File: src/rtl/brq_pkg.sv
`default_nettype none
// ----------------------------------------------------------------------------
// brq_pkg
// Shared types, codes and constants of the overwriting batch ring queue.
// ----------------------------------------------------------------------------
package brq_pkg;

  // Fixed field widths of the request and result channels.
  localparam int REQ_W      = 2;
  localparam int ENTRY_W    = 32;
  localparam int AMOUNT_W   = 6;
  localparam int STATUS_W   = 2;
  localparam int COUNT_W    = 9;

  // Configuration port.
  localparam int CFG_ADDR_W = 2;
  localparam int CFG_DATA_W = 6;
  localparam int ACTIVE_W   = 4;
  localparam int BATCH_W    = 6;

  localparam logic [CFG_ADDR_W-1:0] CFG_ACTIVE_BLOCKS = 2'd0;
  localparam logic [CFG_ADDR_W-1:0] CFG_BATCH_SIZE    = 2'd1;

  // Default sizing.
  localparam int MAX_BLOCKS_DEF     = 8;
  localparam int BLOCK_CAPACITY_DEF = 32;
  localparam int ENTRY_BITS_DEF     = 32;

  // Most entries one peek may return.
  localparam int RES_MAX = 32;

  typedef enum logic [REQ_W-1:0] {
    REQ_APPEND = 2'd0,
    REQ_PEEK   = 2'd1,
    REQ_DROP   = 2'd2,
    REQ_COUNT  = 2'd3
  } req_t;

  typedef enum logic [STATUS_W-1:0] {
    ST_OK      = 2'd0,
    ST_BAD_ARG = 2'd1,
    ST_EMPTY   = 2'd2
  } status_t;

  typedef struct packed {
    status_t              status;
    logic [ENTRY_W-1:0]   data;
    logic [COUNT_W-1:0]   count;
    logic                 retired;
    logic                 last;
  } res_t;

endpackage
`default_nettype wire

File: src/rtl/brq_ifs.sv
`default_nettype none


interface brq_out_if import brq_pkg::*; ();
  logic                valid;
  logic                ready;
  logic [STATUS_W-1:0] status;
  logic [ENTRY_W-1:0]  entry_data_out;
  logic [COUNT_W-1:0]  count_value;
  logic                oldest_retired;
  logic                last_result;

  modport source (output valid, status, entry_data_out, count_value, oldest_retired,
                  last_result, input ready);
  modport sink   (input valid, status, entry_data_out, count_value, oldest_retired,
                  last_result, output ready);
endinterface
`default_nettype wire

File: src/rtl/brq_out_stage.sv
`default_nettype none
// ----------------------------------------------------------------------------
// brq_out_stage
// Result output register that decouples the sequencer from the result sink.
// ----------------------------------------------------------------------------
module brq_out_stage import brq_pkg::*; (
  input  wire logic clk,
  input  wire logic rst_n,
  input  wire logic ld_valid,
  input  wire res_t ld_res,
  output      logic ld_free,
  brq_out_if.source out_chan
);

  logic valid_r;
  res_t res_r;

  assign ld_free = !valid_r || out_chan.ready;

  always_ff @(posedge clk) begin
    if (!rst_n) begin
      valid_r <= 1'b0;
    end else if (ld_valid) begin
      valid_r <= 1'b1;
    end else if (out_chan.ready) begin
      valid_r <= 1'b0;
    end
  end

  always_ff @(posedge clk) begin
    if (ld_valid) begin
      res_r <= ld_res;
    end
  end

  assign out_chan.valid          = valid_r;
  assign out_chan.status         = res_r.status;
  assign out_chan.entry_data_out = res_r.data;
  assign out_chan.count_value    = res_r.count;
  assign out_chan.oldest_retired = res_r.retired;
  assign out_chan.last_result    = res_r.last;

endmodule
`default_nettype wire

File: src/flat_wrapper.sv
// flat-port wrapper written by rule: the top's interface ports become plain ports
module brq_out_stage_flat import brq_pkg::*;
  (clk, rst_n, ld_valid, ld_res, ld_free, out_chan_valid, out_chan_status, out_chan_entry_data_out, out_chan_count_value, out_chan_oldest_retired, out_chan_last_result, out_chan_ready);
  brq_out_if out_chan_i ();
  input  wire logic clk;
  input  wire logic rst_n;
  input  wire logic ld_valid;
  input  wire res_t ld_res;
  output      logic ld_free;
  output wire logic [$bits(out_chan_i.valid)-1:0] out_chan_valid;
  output wire logic [$bits(out_chan_i.status)-1:0] out_chan_status;
  output wire logic [$bits(out_chan_i.entry_data_out)-1:0] out_chan_entry_data_out;
  output wire logic [$bits(out_chan_i.count_value)-1:0] out_chan_count_value;
  output wire logic [$bits(out_chan_i.oldest_retired)-1:0] out_chan_oldest_retired;
  output wire logic [$bits(out_chan_i.last_result)-1:0] out_chan_last_result;
  input wire logic [$bits(out_chan_i.ready)-1:0] out_chan_ready;
  assign out_chan_valid = out_chan_i.valid;
  assign out_chan_status = out_chan_i.status;
  assign out_chan_entry_data_out = out_chan_i.entry_data_out;
  assign out_chan_count_value = out_chan_i.count_value;
  assign out_chan_oldest_retired = out_chan_i.oldest_retired;
  assign out_chan_last_result = out_chan_i.last_result;
  assign out_chan_i.ready = out_chan_ready;
  brq_out_stage u_core (.clk(clk), .rst_n(rst_n), .ld_valid(ld_valid), .ld_res(ld_res), .ld_free(ld_free), .out_chan(out_chan_i));
endmodule
File: config.mk
export PLATFORM = sky130hd
export DESIGN_NAME = brq_out_stage_flat
export DESIGN_NICKNAME = d
export VERILOG_FILES = /design/src/rtl/brq_pkg.sv /design/src/rtl/brq_ifs.sv /design/src/rtl/brq_out_stage.sv /design/src/flat_wrapper.sv
export SDC_FILE = /design/constraint.sdc
export NUM_CORES = 1
export LEC_CHECK = 0
export BUFFER_PORTS_ARGS = -buffer_cell sky130_fd_sc_hd__clkbuf_2
export CORE_ASPECT_RATIO = 0.6
export CORE_MARGIN = 3
export CORE_UTILIZATION = 40
export DETAILED_ROUTE_END_ITERATION = 8
export GPL_ROUTABILITY_DRIVEN = 0
export PLACE_DENSITY = 0.84
export RECOVER_POWER = 25
export SETUP_SLACK_MARGIN = 0.2
export SYNTH_ARGS = -nofsm -noshare
export SYNTH_HDL_FRONTEND = slang
export SYNTH_SLANG_ARGS = --single-unit
export TNS_END_PERCENT = 10
File: constraint.sdc
create_clock -name clk -period 0.8 [get_ports clk]
set_input_delay 0.08 -clock clk [delete_from_list [all_inputs] [get_ports clk]]
set_output_delay 0.08 -clock clk [all_outputs]
set_load 0.05 [all_outputs]
==> flow_summary_export.csv, run 1 <==
group,metric,value,unit
synthesis,synthCells,49,
synthesis,ys_ff_latch,46,
layout,drive_gt1_share,68.83,%
min_path,worstHoldStart,"ld_res[31]",
layout,layout_commonest_cell,"clkbuf_2",
layout,n_fill_cell,174,
timing,period_share,122.0,%
cts,worstSkewPairLatency,0.29,ns
timing,rsz0062_at_grt,"true",
timing,worstMarginPinSlew,0.1403,ns
min_path,min_to,"u_core.out_chan.entry_data_out[20]",
cts,cts_buffer_depth,2,
route,wl_per_cell,17.16,um
synthesis,synth.cell_area,0.001400,mm^2
layout,finalNetCount,203,
timing,relSlewSlack,90.65,%
global_route,grt_first_pass_wirelength,4850,um
synthesis,syn_nets,98,
critical_path,r2r_start,"u_core.out_chan.valid",
timing,setup_viol,47,
critical_path,worst_path_max_delay_cell,"dfxtp_4",
timing,finalHoldViolations,45,
cts,clkTransAtPathRegs,0.08,ns
place,io_buffer_count,95,
critical_path,arrival,0.90,ns
synthesis,ys_seq_area_share,97.94,%
route,vias,883,
pwr,ir_drop,1.363,mV
route,drtIter0Drc,24,
timing,fin_crit,0.9762,ns
die,die-area,0.004269,mm^2
critical_path,regToRegSetupSlack,0.20,ns
synthesis,synth_top_area_cell,"edfxtp_1",
die,chipWidth,82.38,um
route,routed_wl,3364,um
route,viasPerCell,4.505,
layout,antenna_cells,0,
critical_path,crit_fanout,2,
cts,cts_sinks,46,
critical_path,path_cells,"nand2b_4 -> clkbuf_16",
global_route,grt_use_total,16.97,%
status,status,"finished with violations",
critical_path,rr_worst_depth,2,
critical_path,slowest_delay,0.37,ns
route,drc,0,
critical_path,critPathCaptureType,"primary output",
critical_path,r2r_end,"u_core.out_chan.valid",
cts,cts_root_buf,"clkbuf_8",
flow_run,max_cap_viol_count,0,
die,rows,15,
timing,timing.hold.ws,-0.04071,ns
min_path,holdCritPathClass,"input port to flop",
layout,layout_common_cells,"clkbuf_2, edfxtp_1, clkbuf_8",
route,first_pass_iters,5,
critical_path,cp.required,0.72,ns
min_path,whs_path_depth,1,
global_route,antenna_found_initial,0,
critical_path,start_kind,"flop",
synthesis,ys_warn_count,0,
layout,final_util,80.61,%
synthesis,synth_area_leaders,"edfxtp_1, dfxtp_1, nand2b_4",
global_route,grt_max_degree,25,
die,io_pins,96,
pwr,report.power.total,5.596,mW
pwr,power_density,2242,mW/mm^2
layout,area_delta_synth_final,78.28,%
status,violations,"negative hold slack, negative setup slack",
timing,fin_worst_skew,0,ns
timing,setup_ws,-0.1762,ns
die,die_h,51.83,um
global_route,grt.overflow.total,0,
global_route,grt_pass1_vias,964,
synthesis,ys_types,5,
cts,cts_tree,"built",
timing,clock.fmax,1.024,GHz
critical_path,path_class,"flop to primary output",
die,core_area,0.003097,mm^2
synthesis,synth_top_area_share,96.51,%
critical_path,crit_start,"u_core.out_chan.valid",
synthesis,avgSynthCellArea,28.57,um^2
cts,ctsHtreeMaxLevel,2,
timing,slew_viol_final,0,
cts,cts_buffers,5,
pwr,leakage,1.074,nW
route,ant_nets,0,
die,initial_core_util,45.21,%
## layout make-up
cell class              instances  area (um^2)  share of cell area, %
flip-flops and latches         46         1375                  55.09
well taps                      42        52.55                  2.105
multi-input cells               2        25.02                  1.003
inverters                       1        3.754                 0.1504
clock buffers                   7        76.32                  3.058
repair buffers                 98        963.4                  38.60
## what timing repair did
action,CTS,global route
gates resized for setup,95,14
setup buffers,0,0
hold endpoints to repair,45,45
endpoints found under the setup margin,47,48
## per-layer routing
| metal | track usage, % | share of wire, % | up-vias |
|---|---|---|---|
| met1 | 15.47 | 31 | 405 |
| met2 | 29.26 | 51 | 70 |
| li1 | - | - | 401 |
| met5 | 0 | 0 | - |
| met3 | 11.25 | 16 | 7 |
| met4 | 7.459 | 1.3 | 0 |
## per-stage QoR
step | cells | worst slack (ns) | hold WS, ns | cell area [um^2] | TNS (ns)
floorplan | 49 | 0.01581 | 0.1789 | 1404 | 0
global placement | 189 | 0.05897 | 0.2564 | 1979 | 0
detailed placement | 189 | 0.04783 | 0.2586 | 1979 | 0
CTS | 196 | -0.1875 | -0.05184 | 2479 | -7.229
global route | 196 | -0.2107 | -0.05409 | 2496 | -8.284
finish | 196 | -0.1762 | -0.04071 | 2496 | -6.809
## power breakdown
group	total [mW]	switching (mW)	internal (mW)
Clock	1.29	0.684	0.601
Combinational	1.36	0.820	0.536
Sequential	2.95	0.0971	2.86
## Yosys cell counts, drive strengths merged
library cell and count:
a21boi 1, dfxtp 1, edfxtp 45, inv 1, nand2b 1
## sequential cells by signal, indices dropped and copies added, names as in the netlist
name	cells
u_core.out_chan.status	2
u_core.out_chan.count_value	9
u_core.out_chan.valid	1
u_core.out_chan.oldest_retired	1
u_core.out_chan.last_result	1
u_core.out_chan.entry_data_out	32
## cell families after synthesis
kind of cell	synth area share [%]
compound gates	0.8042
buf+inv	0.2678
simple gates	0.9828
flops	97.94
## worst max-delay path, delay by kind of cell, from the launching register on
family	cells	cell delay, ns
flops	1	0.37
simple gates	1	0.07
buf+inv	1	0.17
## worst max path at each step
| stage | end | slack (ns) | cells past startpoint |
|---|---|---|---|
| CTS | out_chan_entry_data_out[13] | -0.19 | 1 |
| detailed placement | ld_free | 0.05 | 2 |
| finish | ld_free | -0.18 | 2 |
| global route | out_chan_count_value[2] | -0.21 | 1 |
| global placement | ld_free | 0.06 | 2 |
| floorplan | u_core.out_chan.valid | 0.02 | 2 |
Note: power is estimated with default switching activity, not from simulation.
==> inputs of run 2 (changes only) <==
--- a/config.mk
+++ b/config.mk
@@ -11,6 +11,7 @@
 export CORE_UTILIZATION = 40
 export DETAILED_ROUTE_END_ITERATION = 8
 export GPL_ROUTABILITY_DRIVEN = 0
+export MAX_ROUTING_LAYER = met4
 export PLACE_DENSITY = 0.84
 export RECOVER_POWER = 25
 export SETUP_SLACK_MARGIN = 0.2
==> flow_summary_export.csv, run 2 (synthesis results as in run 1) <==
group,metric,value,unit
timing,rsz0062_at_grt,"true",
cts,ctsHtreeMaxLevel,2,
timing,setup_viol,47,
global_route,grt_pass1_vias,966,
min_path,worstHoldStart,"ld_res[31]",
pwr,power_density,2240,mW/mm^2
layout,largest_reg_flops,32,
critical_path,critPathCaptureType,"primary output",
global_route,grt_first_pass_wirelength,4836,um
critical_path,cp.required,0.72,ns
route,ant_nets,0,
critical_path,r2r_start,"u_core.out_chan.valid",
route,wl_per_cell,17.16,um
timing,fin_crit,0.9733,ns
layout,design_area,0.002496,mm^2
min_path,holdCritPathClass,"input port to flop",
timing,period_share,121.7,%
critical_path,crit_fanout,2,
cts,cts_buffers,5,
status,violations,"negative hold slack, negative setup slack",
layout,instances_no_fill,196,
timing,worstMarginPinSlew,0.1400,ns
die,die-area,0.004269,mm^2
route,drc,0,
critical_path,path_delay_family,"flip-flops",
min_path,whs_path_depth,1,
cts,post_cts_buffers,0,
layout,n_fill_cell,174,
die,initial_core_util,45.21,%
global_route,grt_max_degree,25,
layout,drive_gt1_share,68.83,%
pwr,report.power.total,5.590,mW
critical_path,rr_worst_depth,2,
critical_path,path_cells,"nand2b_4 -> clkbuf_16",
route,vias,880,
die,rows,15,
critical_path,regToRegSetupSlack,0.20,ns
status,status,"finished with violations",
place,place_area,0.001979,mm^2
cts,cts_sinks,46,
global_route,grt_use_total,17.55,%
timing,relSlewSlack,90.67,%
die,die_h,51.83,um
timing,fin_worst_skew,0,ns
cts,cts_buffer_depth,2,
timing,clock.fmax,1.027,GHz
place,placed_cells,189,
critical_path,path_class,"flop to primary output",
pwr,ir_drop,1.362,mV
cts,clkTransAtPathRegs,0.08,ns
critical_path,start_kind,"flop",
timing,finalHoldViolations,45,
cts,cts_tree,"built",
cts,cts_root_buf,"clkbuf_8",
critical_path,r2r_end,"u_core.out_chan.valid",
pwr,leakage,1.074,nW
die,io_pins,96,
layout,layout_commonest_cell,"clkbuf_2",
route,first_pass_iters,4,
critical_path,crit_buf_inv,1,
die,chipWidth,82.38,um
timing,setup_ws,-0.1733,ns
die,core_area,0.003097,mm^2
flow_run,max_cap_viol_count,0,
critical_path,slowest_delay,0.37,ns
route,viasPerCell,4.490,
global_route,grt.overflow.total,0,
timing,fin_setup_tns,-6.721,ns
cts,worstSkewPairLatency,0.29,ns
global_route,antenna_found_initial,0,
layout,finalNetCount,203,
timing,slew_viol_final,0,
layout,antenna_cells,0,
critical_path,worst_path_max_delay_cell,"dfxtp_4",
critical_path,arrival,0.89,ns
place,io_buffer_count,95,
route,routed_wl,3363,um
route,drtIter0Drc,37,
layout,area_delta_synth_final,78.28,%
layout,layout_common_cells,"clkbuf_2, edfxtp_1, clkbuf_8",
min_path,min_to,"u_core.out_chan.entry_data_out[20]",
timing,timing.hold.ws,-0.03892,ns
-- run 2: cell type report --
type | count | area (um^2) | area share, %
clock buffer | 7 | 76.32 | 3.058
timing repair buffer | 98 | 963.4 | 38.60
inverter | 1 | 3.754 | 0.1504
multi-input combinational | 2 | 25.02 | 1.003
sequential | 46 | 1375 | 55.09
tap | 42 | 52.55 | 2.105
-- run 2: stage by stage --
stage,worst slack [ns],utilization (%),hold WS (ns)
5_1_grt,-0.2107,80.61,-0.05410
3_5_place_dp,0.04783,63.92,0.2586
2_1_floorplan,0.01581,-,0.1789
6_report,-0.1733,80.61,-0.03892
3_3_place_gp,0.05897,63.92,0.2564
4_1_cts,-0.1875,80.04,-0.05184
-- run 2: metal layers --
| metal | global-route usage, % | part of all wire [%] | routed length [um] |
|---|---|---|---|
| met5 | - | 0 | 0 |
| met4 | 7.459 | 1.1 | 36 |
| met3 | 9.862 | 14 | 466 |
| met2 | 29.26 | 51 | 1730 |
| met1 | 16.74 | 34 | 1129 |
-- run 2: timing repair --
action / CTS / global route
endpoints found under the setup margin: 47 / 48
resized for setup: 95 / 14
endpoints found under the hold margin: 45 / 45
-- run 2: worst max-delay path by stage --
stage	start	to	depth (start not counted)
3_3_place_gp	u_core.out_chan.valid	ld_free	2
4_1_cts	u_core.out_chan.entry_data_out[13]	out_chan_entry_data_out[13]	1
2_1_floorplan	u_core.out_chan.valid	u_core.out_chan.valid	2
6_report	u_core.out_chan.valid	ld_free	2
5_1_grt	u_core.out_chan.count_value[2]	out_chan_count_value[2]	1
3_5_place_dp	u_core.out_chan.valid	ld_free	2
-- run 2: worst register-to-register path: stages, from the launching register on --
cell and delay, ns:
dfxtp_4 0.37, nand2b_4 0.07, a21boi_2 0.10
-- run 2: power breakdown --
| part | switching [mW] | leakage [nW] | total [mW] | internal (mW) |
|---|---|---|---|---|
| Sequential | 0.0974 | 0.449 | 2.95 | 2.86 |
| Clock | 0.678 | 0.0383 | 1.28 | 0.601 |
| Combinational | 0.820 | 0.586 | 1.36 | 0.536 |
